[src/assert_macros.svh]
// Assertion helpers for the RTL files of the color set block.
// Each macro samples on the rising edge of clk and is switched off while arst_n is low.
`ifndef ASSERT_MACROS_SVH
`define ASSERT_MACROS_SVH

// Same-cycle implication.
`define ASSERT_IMP(label, ante, cons) \
	label: assert property (@(posedge clk) disable iff (!arst_n) (ante) |-> (cons)) \
		else $error("assertion failed");

// Next-cycle implication.
`define ASSERT_NEXT(label, ante, cons) \
	label: assert property (@(posedge clk) disable iff (!arst_n) (ante) |=> (cons)) \
		else $error("assertion failed");

`endif

[src/tcsd_pkg.sv]
// ----------------------------------------------------------------------------
// tcsd_pkg
// Types, constants and helpers shared by the near-duplicate color filter.
// ----------------------------------------------------------------------------
package tcsd_pkg;

	localparam int CHANNEL_BITS = 8;
	localparam int MAX_RADIUS   = 16;
	localparam int FIELD_W      = 8;
	localparam int S_TDATA_W    = 3 * FIELD_W;
	localparam int M_TDATA_W    = 8;
	localparam int RADIUS_W     = 5;
	localparam int CFG_INDEX_W  = 2;
	localparam int CNT_W        = $clog2(MAX_RADIUS + 1);
	localparam int RAD_EXT_W    = (RADIUS_W > CNT_W) ? RADIUS_W : CNT_W;

	localparam int MAP_W        = 3 * CHANNEL_BITS;
	localparam int ROW_SEL_W    = 6;
	localparam int ROW_W        = 1 << ROW_SEL_W;
	localparam int ADDR_W       = MAP_W - ROW_SEL_W;
	localparam int MAP_DEPTH    = 1 << ADDR_W;

	localparam logic [RADIUS_W-1:0] RADIUS_RESET = RADIUS_W'(4);

	localparam logic [CFG_INDEX_W-1:0] REG_RADIUS_RED   = CFG_INDEX_W'(0);
	localparam logic [CFG_INDEX_W-1:0] REG_RADIUS_GREEN = CFG_INDEX_W'(1);
	localparam logic [CFG_INDEX_W-1:0] REG_RADIUS_BLUE  = CFG_INDEX_W'(2);

	typedef enum logic [2:0] {
		ST_CLEAR,
		ST_IDLE,
		ST_PROBE,
		ST_DRAIN,
		ST_READ_OWN,
		ST_WRITE_OWN,
		ST_DONE
	} tcsd_state_t;

	typedef struct packed {
		logic load;
		logic clr_step;
		logic probe_step;
		logic rd_own;
		logic wr_own;
		logic out_load;
		logic out_added;
	} tcsd_cmd_t;

	typedef struct packed {
		logic clr_last;
		logic zero_radius;
		logic probe_last;
		logic hit;
		logic out_free;
	} tcsd_stat_t;

	function automatic logic [CNT_W-1:0] clamp_radius(input logic [RADIUS_W-1:0] v);
		logic [RAD_EXT_W-1:0] ve;
		ve = RAD_EXT_W'(v);
		if (ve > RAD_EXT_W'(MAX_RADIUS)) begin
			return CNT_W'(MAX_RADIUS);
		end
		return CNT_W'(ve);
	endfunction

endpackage

[src/tcsd_ctrl.sv]
// ----------------------------------------------------------------------------
// tcsd_ctrl
// Sequencer for map clearing, neighbor probing, insertion and result hand-off.
// ----------------------------------------------------------------------------
module tcsd_ctrl (
	input  logic                 clk,
	input  logic                 arst_n,
	input  logic                 s_tvalid,
	output logic                 s_tready,
	input  tcsd_pkg::tcsd_stat_t stat,
	output tcsd_pkg::tcsd_cmd_t  cmd
);
	import tcsd_pkg::*;

	tcsd_state_t state_q;
	tcsd_state_t state_d;
	logic        added_q;
	logic        added_d;

	always_ff @(posedge clk or negedge arst_n) begin
		if (!arst_n) begin
			state_q <= ST_CLEAR;
			added_q <= 1'b0;
		end else begin
			state_q <= state_d;
			added_q <= added_d;
		end
	end

	always_comb begin
		state_d       = state_q;
		added_d       = added_q;
		cmd           = '0;
		cmd.out_added = added_q;
		s_tready      = 1'b0;
		case (state_q)
			ST_CLEAR: begin
				cmd.clr_step = 1'b1;
				if (stat.clr_last) begin
					state_d = ST_IDLE;
				end
			end
			ST_IDLE: begin
				s_tready = 1'b1;
				if (s_tvalid) begin
					cmd.load = 1'b1;
					state_d  = stat.zero_radius ? ST_READ_OWN : ST_PROBE;
				end
			end
			ST_PROBE: begin
				if (stat.hit) begin
					added_d = 1'b0;
					state_d = ST_DONE;
				end else begin
					cmd.probe_step = 1'b1;
					if (stat.probe_last) begin
						state_d = ST_DRAIN;
					end
				end
			end
			ST_DRAIN: begin
				if (stat.hit) begin
					added_d = 1'b0;
					state_d = ST_DONE;
				end else begin
					state_d = ST_READ_OWN;
				end
			end
			ST_READ_OWN: begin
				cmd.rd_own = 1'b1;
				state_d    = ST_WRITE_OWN;
			end
			ST_WRITE_OWN: begin
				cmd.wr_own = 1'b1;
				added_d    = 1'b1;
				state_d    = ST_DONE;
			end
			ST_DONE: begin
				if (stat.out_free) begin
					cmd.out_load = 1'b1;
					state_d      = ST_IDLE;
				end
			end
			default: begin
				state_d = ST_CLEAR;
			end
		endcase
	end

endmodule

[config.mk]
export PLATFORM = sky130hd
export DESIGN_NAME = tcsd_ctrl
export DESIGN_NICKNAME = d
export VERILOG_FILES = /design/src/assert_macros.svh /design/src/tcsd_pkg.sv /design/src/tcsd_ctrl.sv
export SDC_FILE = /design/constraint.sdc
export NUM_CORES = 1
export LEC_CHECK = 0
export ABC_AREA = 1
export BUFFER_PORTS_ARGS = -buffer_cell sky130_fd_sc_hd__buf_2
export CORE_AREA = 8 8 45 47
export DETAILED_ROUTE_END_ITERATION = 10
export DIE_AREA = 0 0 53 55
export SETUP_SLACK_MARGIN = 0.05
export SYNTH_ARGS = -nofsm -noshare
export SYNTH_HDL_FRONTEND = slang
export SYNTH_SLANG_ARGS = --single-unit
[constraint.sdc]
create_clock -name clk -period 1.26 [get_ports clk]
set_input_delay 0.252 -clock clk [delete_from_list [all_inputs] [get_ports clk]]
set_output_delay 0.252 -clock clk [all_outputs]
set_load 0.05 [all_outputs]
Word level (Yosys, flattened, before mapping)
Index checks and enable logic that the tools add are counted.

Muxes and demuxes: 20. Eq/ne operators: 11. Reduce and logical (&&, ||, !) cells: 5.

Operators by type and width (count): 3-bit one-hot mux with 7 select lines (1); 3-bit 2-to-1 mux (6); 1-bit 2-to-1 mux (11); 3-bit equality test (second input constant) (3); 3-bit by 2-bit equality test with 1-bit output (second input constant) (2); 2-bit inequality test (second input constant) (3); 4-bit AND reduction (1); 3-bit by 1-bit equality test with 1-bit output (second input constant) (1); 3-bit zero test (1); 3-bit inequality test (second input constant) (1); 2-bit 2-to-1 mux (1); 2-bit by 1-bit inequality test with 1-bit output (second input constant) (1); 1-bit one-hot mux with 2 select lines (1); 2-bit AND reduction (1); 2-bit nonzero test (1); 2-bit OR reduction (1).

Word-level logic and storage cells: 38. Input bits: 8. Output and inout bits: 8. Bits in registers: 4.

Longest topological paths before layout
Gate-level depths: netlist (run 1).

Word-level depth: 4. Gate-level depth with buffers: 8. Depth with buffers taken out: 7.

Least setup slack after synthesis (run 1)
Ideal clock, no wire load.

Path kind: register to output. Start point: register state_q[0]. End point: output cmd[1] (netlist name). Setup slack: -640 ps. Buffers on the path: 1. Stages on the path, launching flop included: 3. Data arrival time: 1648 ps. Cells stage by stage: dfrtp_1 -> buf_4 -> nor3_1.

RTL lines: start, declared (line tcsd_ctrl.sv:15) `tcsd_state_t state_q;`; start signal, assigned (line tcsd_ctrl.sv:25) `state_q <= state_d;`; end, declared (line tcsd_ctrl.sv:11) `output tcsd_pkg::tcsd_cmd_t cmd`.

==> results of run 1 <==
[registers in the layout, indices dropped and copies added, names as in the netlist]
name	count
state_q	3
added_q	1
[kinds of logic after synthesis]
kind of cell,synth area share
AOI/OAI and AO/OA,0.0289
buffers and inverters,0.177
and+or+nand+nor,0.505
DFF,0.289
[path summary, 6_finish.rpt]
check	from	end	slack, ns	cells past startpoint
hold reg to reg	added_q$_DFFE_PN0P_	added_q$_DFFE_PN0P_	0.49	2
hold / removal	arst_n	added_q$_DFFE_PN0P_	0.33	2
setup reg to reg	state_q[2]$_DFFE_PN0P_	state_q[2]$_DFFE_PN0P_	0.05	7
min in group clk	stat[0]	state_q[2]$_DFFE_PN0P_	0.34	4
max in group asynchronous	arst_n	state_q[0]$_DFFE_PN0P_	0.79	2
setup / recovery	state_q[2]$_DFFE_PN0P_	cmd[5]	-0.19	3
[per-layer routing]
layer / wire length (µm) / vias up / GRT usage
met5: 0 / - / 0
met4: 0 / 0 / 0.0259
met3: 108 / 0 / 0.0508
met2: 596 / 14 / 0.156
met1: 485 / 215 / 0.0923
li1: - / 240 / -
[area by class of cell]
class	instances	area (µm²)	share of cell area
Sequential cell	4	104	0.137
Inverter	9	37.5	0.0494
Multi-Input combinational cell	41	282	0.371
Timing Repair Buffer	32	290	0.382
Clock buffer	4	26.3	0.0346
Tap cell	16	20.0	0.0264
[cells in the mapped netlist, drive strengths merged]
library cell / instances
nor2: 10
buf: 4
inv: 9
o21ai: 2
nand3: 8
nor3: 2
nand2: 18
nand3b: 1
dfrtp: 4
[power breakdown]
part	internal (mW)	total [mW]	switching, mW
clock	0.120	0.189	0.0690
combinational	0.770	1.70	0.927
sequential	0.203	0.324	0.121
total	1.09	2.21	1.12
[critical path, delay by kind of cell, from the launching register on]
kind | cells | cell delay [ns]
buffers and inverters | 2 | 0.33
flip-flops | 1 | 0.47
AND/OR/NAND/NOR | 1 | 0.15
[per-stage QoR]
stage               power, mW  setup WS, ns  TNS [ns]  utilization
floorplan                1.27       -0.0180   -0.0360            -
global placement         1.57       -0.0836    -0.350        0.410
detailed placement       1.58       -0.0944    -0.344        0.410
CTS                      2.12        -0.180     -1.08        0.527
global route             2.36        -0.240     -1.62        0.549
finish                   2.21        -0.190     -1.14        0.549
[repair_timing]
item,4_1_cts,5_1_grt
setup buffers,5,1
gates resized for setup,26,10
hold buffers,1,0
setup endpoints to repair,10,10
pin swaps,6,5
hold endpoints to repair,4,0
==> summary.md, run 1 <==
| Metric | Value |
|---|---|
| Status | finished with violations |
| Failing checks | setup timing |
| Row cnt | 14 |
| Die height | 55 µm |
| Area after DPL | 567 µm² |
| Net Count, Synth | 66 |
| Crit Path Max Fanout | 7 |
| Vias in the first global route | between 500 and 600 |
| I/O pin cnt | 16 |
| Final period utilization | 1.15 |
| Tightest Hold Check Type | input pin to async pin |
| Worst Path Required | about 1.0 ns |
| WHS | ~0.33 ns |
| Commonest non-fill, non-tap cell in the layout | nand2_1 |
| Critical-path cell list | buf_6 > nor3_4 > buf_6 |
| Synth area leader | dfrtp_1 |
| Crit start category | flop |
| Setup violators final | 7 |
| 1st-iter DRT viols | 5 |
| Fmax | ~0.69 GHz |
| Avg Cell Area, Syn | about 6 µm² |
| Max stage delay on crit path | between 0.4 and 0.5 ns |
| Crit path top cell by count | buf_6 |
| Drt drc | 0 |
| Non-Filler Instances | roughly 110 |
| Final wirelength | between 1 and 1.5 mm |
| First-pass GRT wire length | approximately 2 mm |
| Yosys top cell area share | 0.289 |
| Final hold viol count | 0 |
| Post-synthesis cell type count | 14 |
| Final min period | 1.45 ns |
| Layout Nets | roughly 100 |
| ANT nets after route | 0 |
| Bufs on Longest Clock Path | 2 |
| Synthesized instance count | 58 |
| Core Region | roughly 1400 µm² |
| Synth Register Bits | 4 |
| Die ar. | 2920 µm² |
| Worst path slowest cell | dfrtp_2 |
| Initial antenna violation count | 0 |
| Relative slew slack | 0.836 |
| Post-synthesis sequential area ratio | 0.289 |
| MaxCap Viol Count | 0 |
| H-Tree Depth | 1 |
| Num CTS Buffers | 3 |
| Worst-skew pair later-pin latency | between 0.2 and 0.3 ns |
| Main area contributors after synthesis | dfrtp_1 (29%), nand2_1 (19%), nand3_1 (10%) |
| Via-to-Cell Ratio | ~4.4 |
| Fill count | approximately 130 |
| Setup ws final | -0.190 ns |
| Leak | approximately 0.39 nW |
| Clk pin slew, worst setup/hold paths | around 0.05 ns |
| Starting Density | 0.250 |
| Critical path class | flop to primary output |
| TritonRoute pass-1 iters | 4 |
| TritonCTS Sinks | 4 |
| DP Wirelength | ~830 µm |
| Routed vias | approximately 470 |
| Worst Tran Pin Value | ~0.25 ns |
| Power Density | between 2000 and 3000 nW/µm² |
| DP Cell Count | 96 |
| Syn-to-layout area delta | 119% |
| Endpoint class of the critical path | primary output |
| Peak supply drop | 1350 µV |
| Number of port buffers | 15 |
| RSZ-0062 raised after global routing | true |
| Most frequent cells in the layout | nand2_1 (13), buf_6 (10), buf_4 (9), buf_2 (8) |
| Total track usage | 0.0906 |
| Max-slew violation count | 0 |
| Chip width | between 50 and 60 µm |
| GR Overflow Total | 0 |
| Largest net degree at the start of global routing | 8 |
| Root Buffer | clkbuf_4 |
| GP Congestion | 0.866 |
| Clk_skew | ~0.0058 ns |
| Avg WL per Cell | 11.2 µm |
| Cell Area, Synth | around 350 µm² |
| ANT cells | 0 |
| TritonCTS clock tree | built |
| Design Area, Final | 759 µm² |
| CP arrival | ~1.2 ns |
| Ratio of cells with drive above 1 in the final layout | 0.656 |
| Synth warn | 0 |
Note: power is estimated with default switching activity, not from simulation.
==> inputs of run 2 (changes only) <==
- BUFFER_PORTS_ARGS: -buffer_cell sky130_fd_sc_hd__buf_2 -> -buffer_cell sky130_fd_sc_hd__clkbuf_2
==> run 2 against run 1 <==
Net effect:
- the run still ends with setup timing left
- largest power group unchanged
- total power is 6.7% higher
- sequential power hardly changed
- maximum frequency hardly changed
- die area stayed put
- combinational power is 9% higher
- largest cell class unchanged
- critical endpoint unchanged
- critical path type unchanged
- setup slack hardly changed
- sequential share of layout area is 0.71 points lower
==> summary.md, run 2 (synthesized netlist as in run 1, its figures left out) <==
| Metric | Value |
|---|---|
| Status | finished with violations (unchanged) |
| Failing checks | setup timing (unchanged) |
| Final Util | 0.579 (was 0.549) |
| H-Tree Depth | 1 (unchanged) |
| Total power | 2.36 mW (was 2.21 mW) |
| Starting Density | 0.250 (unchanged) |
| Reg2reg end | state_q[1]$_DFFE_PN0P_ (was state_q[2]$_DFFE_PN0P_) |
| Number of port buffers | 15 (unchanged) |
| Critical path class | flop to primary output (unchanged) |
| Clock share of power | 0.077 (was 0.085) |
| Tightest Hold Check Type | input pin to async pin (unchanged) |
| Reg-to-reg slack, setup | -0.09 ns (was 0.05 ns) |
| Final hold viol count | 0 (unchanged) |
| Power Density | 2940 nW/µm² (was 2910 nW/µm²) |
| Peak supply drop | 1480 µV (was 1350 µV) |
| Dpl ws | 0.0235 ns (was -0.0944 ns) |
| Setup ws final | -0.190 ns (about the same) |
| Via-to-Cell Ratio | 4.63 (was 4.42) |
| Vias in the first global route | 498 (was 513) |
| Crit path launch | state_q[2]$_DFFE_PN0P_ (unchanged) |
| Final min period | 1.45 ns (about the same) |
| TritonRoute pass-1 iters | 4 (unchanged) |
| Drt drc | 0 (unchanged) |
| Setup violators final | 10 (was 7) |
| RR Startpoint | state_q[1]$_DFFE_PN0P_ (was state_q[2]$_DFFE_PN0P_) |
| Die ar. | 2920 µm² (unchanged) |
| Final wirelength | 1.22 mm (was 1.19 mm) |
| Syn-to-layout area delta | 131% (was 119%) |
| Fmax | 0.690 GHz (about the same) |
| Core Region | 1380 µm² (unchanged) |
| Seq pwr share | 0.137 (was 0.147) |
| Biggest regs | state_q x3, added_q x1 (unchanged) |
| Reg2Reg Depth | 9 (was 7) |
| Bufs on Longest Clock Path | 2 (unchanged) |
| 1st-iter DRT viols | 11 (was 5) |
| Relative slew slack | 0.817 (was 0.836) |
| RSZ-0062 raised after global routing | true (unchanged) |
| Design Area, Final | 801 µm² (was 759 µm²) |
| Top reg by flops | state_q (unchanged) |
| Routed vias | 495 (was 469) |
| Switch Pwr | 1.14 mW (was 1.12 mW) |
| Leak | 0.398 nW (was 0.387 nW) |
| Die height | 55 µm (unchanged) |
| DP Wirelength | 837 µm (was 825 µm) |
| Chip width | 53 µm (unchanged) |
| Sw Share | 0.484 (was 0.505) |
| Worst Tran Pin Value | 0.276 ns (was 0.248 ns) |
| Setup tns final | -1.27 ns (was -1.14 ns) |
| Total track usage | 0.0942 (was 0.0906) |
| Layout Nets | 100 (was 99) |
| MaxCap Viol Count | 0 (unchanged) |
| Commonest non-fill, non-tap cell in the layout | nand2_1 (unchanged) |
| Max reg flops | 3 (unchanged) |
| Crit Path Max Fanout | 6 (was 7) |
| Clk pin slew, worst setup/hold paths | 0.05 ns (about the same) |
| Clk_skew | 0.0135 ns (was 0.00578 ns) |
| TritonCTS Sinks | 4 (unchanged) |
| ANT nets after route | 0 (unchanged) |
| Worst-skew pair later-pin latency | 0.24 ns (was 0.25 ns) |
| Most frequent cells in the layout | nand2_1 (13), buf_4 (11), clkbuf_2 (8), buf_12 (7) (was nand2_1 (13), buf_6 (10), buf_4 (9), buf_2 (8)) |
| First-pass GRT wire length | 2.05 mm (was 1.97 mm) |
| ANT cells | 0 (unchanged) |
| I/O pin cnt | 16 (unchanged) |
| Largest net degree at the start of global routing | 7 (was 8) |
| GP Congestion | 0.864 (was 0.866) |
| Part of the power in combinational logic | 0.786 (was 0.768) |
| Cell Int Power | 1.22 mW (was 1.09 mW) |
| Ratio of cells with drive above 1 in the final layout | 0.626 (was 0.656) |
| CP arrival | 1.20 ns (about the same) |
| Num CTS Buffers | 3 (unchanged) |
| Final period utilization | 1.15 (about the same) |
| Avg WL per Cell | 11.4 µm (was 11.2 µm) |
| TritonCTS clock tree | built (unchanged) |
| GR Overflow Total | 0 (unchanged) |
| Worst Path Required | 1.01 ns (about the same) |
| Root Buffer | clkbuf_4 (unchanged) |
| Area after DPL | 649 µm² (was 567 µm²) |
| Initial antenna violation count | 0 (unchanged) |
| Row cnt | 14 (unchanged) |
| Crit start category | flop (unchanged) |
| Max-slew violation count | 0 (unchanged) |
| Endpoint class of the critical path | primary output (unchanged) |
[run 2: cell count changes in the layout (fill, tap and decap cells not counted), sizes merged]
cell	change
buf	-7
clkbuf	+8
[run 2: per-stage QoR]
stage | hold slack, ns | cells
after global routing | 0.355 | 107
final | 0.344 | 107
after CTS | 0.341 | 104
after detailed placement | 0.0617 | 93
after global placement | 0.0599 | 93
after floorplan | -0.0436 | 58
[run 2: final cells by class]
| class | instances | area (µm²) |
|---|---|---|
| fill | 123 | 583 |
| timing repair buffer | 33 | 340 |
| multi-input combinational | 41 | 270 |
| sequential | 4 | 104 |
| inverter | 9 | 40.0 |
| clock buffer | 4 | 26.3 |
| tap | 16 | 20.0 |
[run 2: worst max-delay path by stage]
stage                                   to  slack [ns]  cells after the start
detailed placement  state_q[1]$_DFFE_PN0P_        0.02                      7
finish                              cmd[5]       -0.19                      3
CTS                                 cmd[5]       -0.19                      3
global placement                    cmd[1]        0.03                      3
floorplan                           cmd[1]       -0.02                      2
global route                        cmd[5]       -0.23                      3
[run 2: worst max-delay path, cell delays in order, from the launching register on]
cell and delay (ns):
dfrtp_2 0.47, buf_6 0.15, nor3_4 0.19, buf_12 0.16
[run 2: power by group through the flow]
stage,clock (mW),sequential [mW],combinational (mW)
CTS,0.187,0.315,1.73
global route,0.202,0.333,1.97
floorplan,0,0.265,1.00
finish,0.181,0.323,1.85
global placement,0,0.297,1.51
detailed placement,0,0.299,1.52
[run 2: routing by layer]
layer,GRT usage,up-vias,share of wire
li1,-,242,-
met1,0.0934,231,0.40
met2,0.162,20,0.51
met3,0.0455,2,0.084
met4,0.0474,0,0.012
met5,0,-,0
[run 2: what timing repair did]
item,4_1_cts,5_1_grt
setup buffers,6,3
hold buffers,1,0
resized for setup,10,5
pin swaps,9,2
cloned,0,0
hold endpoints to repair,4,0
setup endpoints to repair,10,10
